==> src/sv/barometric_pressure_compensation_top_assert.svh <==
// assertion macros for the pressure compensation top level
`ifndef BAROMETRIC_PRESSURE_COMPENSATION_TOP_ASSERT_SVH
`define BAROMETRIC_PRESSURE_COMPENSATION_TOP_ASSERT_SVH

// same-cycle implication, clocked on clk, off during reset
`define BPC_ASSERT_NOW(name, ante, cons, msg) \
  name: assert property (@(posedge clk) disable iff (rst) (ante) |-> (cons)) \
    else $error(msg);

// next-cycle implication, clocked on clk, off during reset
`define BPC_ASSERT_NEXT(name, ante, cons, msg) \
  name: assert property (@(posedge clk) disable iff (rst) (ante) |=> (cons)) \
    else $error(msg);

`endif

==> src/sv/bpc_pkg.sv <==
// shared types and constants for the pressure compensation block
`default_nettype none

package bpc_pkg;

  localparam int ADDR_W = 5;
  localparam logic [1:0] OSS_RESET = 2'd3;

  typedef enum logic [1:0] {
    REG_OSS   = 2'd0,
    REG_CAL_A = 2'd1,
    REG_CAL_B = 2'd2,
    REG_CAL_C = 2'd3
  } reg_idx_t;

  // temperature path divider: |mc * 2048| over |x1 + md|
  localparam int DIV1_NW = 27;
  localparam int DIV1_DW = 19;
  // pressure path divider: 64 bit numerator over |b4|
  localparam int DIV2_NW = 64;
  localparam int DIV2_DW = 46;

  typedef struct packed {
    logic signed [18:0] x1a;
    logic [23:0]        up;
    logic               err;
    logic               qneg;
  } div1_side_t;

  typedef struct packed {
    logic signed [15:0] t;
    logic               err;
    logic               qneg;
    logic               post2;
  } div2_side_t;

  localparam int DIV1_SW = $bits(div1_side_t);
  localparam int DIV2_SW = $bits(div2_side_t);

  typedef struct packed {
    logic signed [31:0] pressure_pa;
    logic signed [15:0] temperature_tenths;
    logic               calc_error;
  } res_t;

endpackage

`default_nettype wire

==> src/sv/bpc_div.sv <==
// pipelined restoring divider, one quotient bit per stage, with sideband
`default_nettype none

module bpc_div #(
  parameter int NW = bpc_pkg::DIV1_NW,
  parameter int DW = bpc_pkg::DIV1_DW,
  parameter int SW = bpc_pkg::DIV1_SW
) (
  input  wire logic          clk,
  input  wire logic          rst,
  input  wire logic          en,
  input  wire logic          in_v,
  input  wire logic [NW-1:0] in_num,
  input  wire logic [DW-1:0] in_den,
  input  wire logic [SW-1:0] in_side,
  output logic               out_v,
  output logic [NW-1:0]      out_quo,
  output logic [SW-1:0]      out_side
);

  logic          v   [NW+1];
  logic [NW-1:0] nq  [NW+1];
  logic [SW-1:0] sd  [NW+1];
  logic [DW-1:0] rem [NW];
  logic [DW-1:0] dd  [NW];

  always_ff @(posedge clk) begin
    if (rst) begin
      v[0] <= 1'b0;
    end else if (en) begin
      v[0] <= in_v;
    end
  end

  always_ff @(posedge clk) begin
    if (en) begin
      nq[0]  <= in_num;
      rem[0] <= '0;
      dd[0]  <= in_den;
      sd[0]  <= in_side;
    end
  end

  for (genvar k = 0; k < NW; k++) begin : g_st
    logic [DW:0] cat;
    logic [DW:0] sub;
    logic        ge;

    assign cat = {rem[k], nq[k][NW-1]};
    assign ge  = cat >= {1'b0, dd[k]};
    assign sub = cat - {1'b0, dd[k]};

    always_ff @(posedge clk) begin
      if (rst) begin
        v[k+1] <= 1'b0;
      end else if (en) begin
        v[k+1] <= v[k];
      end
    end

    always_ff @(posedge clk) begin
      if (en) begin
        nq[k+1] <= {nq[k][NW-2:0], ge};
        sd[k+1] <= sd[k];
      end
    end

    if (k < NW - 1) begin : g_carry
      always_ff @(posedge clk) begin
        if (en) begin
          rem[k+1] <= ge ? sub[DW-1:0] : cat[DW-1:0];
          dd[k+1]  <= dd[k];
        end
      end
    end
  end

  assign out_v    = v[NW];
  assign out_quo  = nq[NW];
  assign out_side = sd[NW];

endmodule

`default_nettype wire

==> config.mk <==
export PLATFORM = sky130hd
export DESIGN_NAME = bpc_div
export DESIGN_NICKNAME = d
export VERILOG_FILES = /design/src/sv/barometric_pressure_compensation_top_assert.svh /design/src/sv/bpc_pkg.sv /design/src/sv/bpc_div.sv
export SDC_FILE = /design/constraint.sdc
export NUM_CORES = 2
export LEC_CHECK = 0
export ABC_AREA = 1
export BUFFER_PORTS_ARGS = -buffer_cell sky130_fd_sc_hd__buf_4
export CAP_MARGIN = 20
export CORE_MARGIN = 2
export CORE_UTILIZATION = 53
export CTS_CLUSTER_DIAMETER = 40
export DETAILED_ROUTE_END_ITERATION = 16
export PLACE_DENSITY = 0.72
export SLEW_MARGIN = 25
export SYNTH_ARGS = -nofsm -noshare
export SYNTH_HDL_FRONTEND = slang
export SYNTH_SLANG_ARGS = --single-unit
==> constraint.sdc <==
create_clock -name clk -period 2.24 [get_ports clk]
set_clock_uncertainty 0.05 [all_clocks]
set_input_delay 0.224 -clock clk [delete_from_list [all_inputs] [get_ports clk]]
set_output_delay 0.224 -clock clk [all_outputs]
set_load 0.03 [all_outputs]
# Word level (Yosys, flattened, before mapping)
# Memories as Yosys holds them, arrays and structs flattened.
# Cells that the tools add are included.
# word_totals
latchBits	0
wordCells	146
mem_count	5
out_inout_bits	73
input_bits	95
mem_bits_ro	0
mem_bits_rw	3070
register_bits	0
# classes
reduce_logical	0
bitwise	28
shift	0
n_lt_le_gt_ge	27
n_addsub	26
n_mul	0
n_eq_ne	0
n_mux	60
div_mod_pow	0
# memory_table
name	depth	width	read_ports	rd_clocked_by_memory_dff	write_ports	line_no	text
sd	28	45	28	0	28	bpc_div.sv:23	logic [SW-1:0] sd [NW+1];
nq	28	27	28	0	28	bpc_div.sv:22	logic [NW-1:0] nq [NW+1];
dd	27	19	27	0	27	bpc_div.sv:25	logic [DW-1:0] dd [NW];
rem	27	19	27	0	27	bpc_div.sv:24	logic [DW-1:0] rem [NW];
v	28	1	28	0	28	bpc_div.sv:21	logic v [NW+1];
# ops
cell	count
$ge 20x19->1	27
$mux 19	26
$sub 19x19->19	26
$mux 1	34
$or 1x1->1	28

# Logic depth before layout (Yosys ltp)
# depth
depth_word	4
ltp_mapped	14
mapped_depth_nobuf	13

# Worst setup path after synthesis
# Ideal clock, no wire load.
# synth_path
path_type	register to register
startpoint	memory dd[0][190] in the netlist's numbering
endpoint	memory rem[11][17] in the netlist's numbering (data pin)
stages_incl_launch_ff	13
required_time_ns	1.937
arrival_time_ns	1.930
setup_ns	0.253
slack_ns	0.007
cell_sequence	edfxtp_1 ha_1 fa_1 nand3b_1 nand2_2 nand3_1 nand3_1 nand2_1 nand2_2 inv_4 buf_6 nand2_1 nand2_1
# synth_lines
element	line_no
start, declared	bpc_div.sv:25
end, declared	bpc_div.sv:24

==> out/qor.csv <==
stage;metric;value;unit
run_status;outcome;finished with violations;
run_status;failed_checks;setup timing;
timing;setup_viol;236;
placement;placed_area;143000;um^2
drt;post_drt_wl_per_cell;19.5;um
logic_synthesis;synth_top_area_frac;0.707;
cts;cts.path.max_buffers;4;
grt;global_route.overflow_total;0;
critical_path;cells_along_the_critical_path;ha_4 > fa_2 > nand3b_1 > nand2_2 > nand3_2 > nand3_4 > nand2_4 > nand2_8 > inv_8 > nand2_1 > nand2_2;
grt;grt_first_pass_wirelength;478000;um
cts;path_clk_slew;0.06;ns
logic_synthesis;syn-mean-instance-area;12.0;um^2
logic_synthesis;synthDistinctLibCells;32;
floorplan;placeable_area;243000;um^2
critical_path;worstSetupEndpoint;rem[14][14];
drt;route.detailed.drc;0;
timing;fmaxAchievable;414;MHz
critical_path;setup.reg_to_reg.worst_slack;-0.17;ns
floorplan;dieHeight;498;um
critical_path;cpMaxStageDelayCell;sky130_fd_sc_hd__edfxtp_1;
timing;layout_min_cycle_time;2.41;ns
critical_path;arrival;2.98;ns
drt;drt-vias-per-instance;5.10;
logic_synthesis;synthMostInstantiatedCell;sky130_fd_sc_hd__nand2_1;
floorplan;chipWidth;498;um
grt;combined_global_route_utilization_of_all_metal_layers;0.249;
timing;slew-limit-headroom;0.549;
critical_path;critical_path_capture_point_type;register;
logic_synthesis;netlist_instances;10800;
placement;hpwl_after_dpl;216000;um
drt;antenna_left;0;
cts;tritoncts_buffer_count;398;
flow_run;cap_violations;0;
placement;place.port_buffers;167;
grt;first_global_vias;83900;
critical_path;reg2reg_depth;11;
timing;worstMarginPinSlew;0.676;ns
logic_synthesis;synth.net_count;11400;
grt;antenna_found_initial;13;
cells_and_area;post_route_cells_drive_above_1_share;0.279;
drt;dr_total_vias;84300;
timing;fin_ws;-0.175;ns
logic_synthesis;synth_top_cell_by_area;sky130_fd_sc_hd__edfxtp_1;
cts;clock_sinks;3051;
timing;final_hold_viol_count;0;
logic_synthesis;synth-main-ff-cell;sky130_fd_sc_hd__edfxtp_1;
drt;drt_iter0_drc;6578;
logic_synthesis;share_of_synthesized_area_occupied_by_flip_flops_and_latches;0.707;
pwr;power_per_cell_area;1310;nW/um^2
timing;fin_worst_hold_slack;0.104;ns
floorplan;initial_core_util;0.533;
floorplan;ioPinCount;168;
cells_and_area;finalNetCount;13600;
pwr;ir_drop;0.000901;V
logic_synthesis;synth_commonest_cells;3,303 x sky130_fd_sc_hd__nand2_1, 3,051 x sky130_fd_sc_hd__edfxtp_1, 1,478 x sky130_fd_sc_hd__inv_1;
critical_path;r2r-start;dd[0][247];
hold_path;holdCritPathClass;in -> reg;
timing;setup_repair_after_global_routing_missed_its_margin;yes;
logic_synthesis;synth_edf_count;3051;
critical_path;timing.critical_path.buf_inv;1;
logic_synthesis;synth.ff_latch_count;3051;
floorplan;row_count;181;
critical_path;crit_family;simple AND/OR/NAND/NOR gates;
critical_path;crit_cells;11;
logic_synthesis;synthTopCellsByArea;sky130_fd_sc_hd__edfxtp_1 71%, sky130_fd_sc_hd__nand2_1 9.6%, sky130_fd_sc_hd__ha_1 4.8%, sky130_fd_sc_hd__inv_1 4.3%, sky130_fd_sc_hd__nand3_1 2.0%;
critical_path;crit_path_frequent_cell;sky130_fd_sc_hd__nand2_2;
cts;clkLatencyLatePin;1.00;ns
pwr;p_total;225;mW
timing;slew_viol_final;0;
critical_path;worstSetupPathType;reg -> reg;
drt;routed_wl;321000;um
cts;clock_tree_from_tritoncts;built;
floorplan;design.die.area;248000;um^2
logic_synthesis;synthesis.yosys.warnings;0;
cells_and_area;syn_to_final_growth;31.9;%
critical_path;reg2reg_to;rem[14][14];
logic_synthesis;synth-async-reset-ratio;0;
drt;detailed_routing_iterations_pass_1;6;
cells_and_area;final_design_area_no_fill;171000;um^2
critical_path;worst_ep_required_time;2.80;ns
grt;pin_count_of_the_biggest_net_entering_global_routing;101;
pwr;power_leakage;72.6;nW
placement;place.gp.congestion;0.903;
critical_path;largest_fanout_on_the_critical_path;9;
logic_synthesis;syn-cell-area;130000;um^2
hold_path;hold_path_startpoint;in_side[9];
critical_path;worst_setup_path_start_kind;register;
timing;period_share;1.08;
cts;clock_tree.root_cell;sky130_fd_sc_hd__clkbuf_16;
critical_path;critical_path.startpoint;dd[0][247];
cts;htree_levels;5;
critical_path;critical_path.max_stage_delay;0.44;ns
through the flow:
stage	setup TNS, ns	worst slack [ns]	cells	util
global placement	-41.27	-0.366	15200	0.587
global route	-39.67	-0.258	16500	0.703
floorplan	0	0.00670	10800	-
detailed placement	-54.41	-0.334	15200	0.587
finish	-12.85	-0.175	16500	0.703
CTS	-10.77	-0.188	16200	0.671
cell type report:
cell class                      count  area (um^2)
Timing Repair inverter             40          452
Tap cell                         3202         4010
Sequential cell                  3051        91600
Fill cell                       16900        72300
Inverter                         1505         5890
Timing Repair Buffer             1819        16300
Antenna cell                        4         10.0
Clock inverter                    271         3140
Clock buffer                      441        10200
Multi-Input combinational cell   6187        39400
layout by cell type (no fill, tap or decap), types with 48 or more instances in the layout:
| cell type | netlist | final |
|---|---|---|
| sky130_fd_sc_hd__clkinv_2 | 0 | 51 |
| sky130_fd_sc_hd__nand2_4 | 5 | 135 |
| sky130_fd_sc_hd__inv_1 | 1478 | 1404 |
| sky130_fd_sc_hd__dlygate4sd3_1 | 0 | 185 |
| sky130_fd_sc_hd__ha_4 | 0 | 212 |
| sky130_fd_sc_hd__buf_4 | 31 | 1435 |
| sky130_fd_sc_hd__xor2_1 | 175 | 170 |
| sky130_fd_sc_hd__nand2_2 | 26 | 417 |
| sky130_fd_sc_hd__o21ai_0 | 162 | 88 |
| sky130_fd_sc_hd__inv_8 | 0 | 66 |
| sky130_fd_sc_hd__xnor2_1 | 75 | 75 |
| sky130_fd_sc_hd__nand3_1 | 526 | 354 |
| sky130_fd_sc_hd__edfxtp_1 | 3051 | 3051 |
| sky130_fd_sc_hd__nor2_1 | 688 | 587 |
| sky130_fd_sc_hd__nor2_2 | 17 | 62 |
| sky130_fd_sc_hd__clkbuf_16 | 0 | 413 |
| sky130_fd_sc_hd__inv_6 | 0 | 48 |
| sky130_fd_sc_hd__nand3_2 | 0 | 123 |
| sky130_fd_sc_hd__inv_2 | 18 | 76 |
| sky130_fd_sc_hd__buf_12 | 0 | 107 |
| sky130_fd_sc_hd__nor2_4 | 0 | 56 |
| sky130_fd_sc_hd__a21oi_1 | 293 | 213 |
| sky130_fd_sc_hd__nand3b_1 | 125 | 125 |
| sky130_fd_sc_hd__nand3_4 | 0 | 49 |
| sky130_fd_sc_hd__nor3_1 | 171 | 133 |
| sky130_fd_sc_hd__ha_1 | 496 | 253 |
| sky130_fd_sc_hd__nand2_1 | 3303 | 2758 |
| sky130_fd_sc_hd__a21oi_2 | 0 | 73 |
worst min path at each step:
| stage | cells past startpoint | slack (ns) | to |
|---|---|---|---|
| 6_report | 2 | 0.10 | sd[0][9] |
| 5_1_grt | 2 | 0.07 | sd[0][9] |
| 4_1_cts | 2 | 0.06 | sd[0][9] |
| 3_5_place_dp | 1 | 0.35 | sd[0][27] |
| 3_3_place_gp | 0 | 0.35 | sd[25][14] |
| 2_1_floorplan | 0 | 0.27 | dd[0][0] |
where the power goes:
part / switching, mW / internal, mW
Clock: 25.1 / 38.1
Sequential: 6.35 / 73.4
Combinational: 45.9 / 35.7
cells by family after synthesis:
| group | after synthesis | synth area share |
|---|---|---|
| adders and majority gates | 521 | 0.0518 |
| AOI/OAI and AO/OA | 502 | 0.0201 |
| DFF | 3051 | 0.707 |
| and+or+nand+nor | 4911 | 0.155 |
| xor gates and xnor gates | 250 | 0.0169 |
| buffers and inverters | 1585 | 0.0495 |
registers in the layout, indices dropped and copies added (netlist names):
name and cells:
sd 1260, dd 513, rem 494, v 28, nq 756
per-layer routing:
layer	vias up	global-route usage	wire, um
met3	631	0.0311	13900
met5	-	0	0
met1	40600	0.338	139000
met2	2148	0.420	158000
li1	40900	-	-
met4	0	0.0760	10500
repair_timing:
action	CTS	global route
gates cloned	42	33
buffers inserted	153	242
hold buffers	185	0
hold endpoints to repair	458	0
pin swaps	164	310
endpoints found under the setup margin	477	490
resized for setup	806	1198
Note: power is estimated with default switching activity, not from simulation.
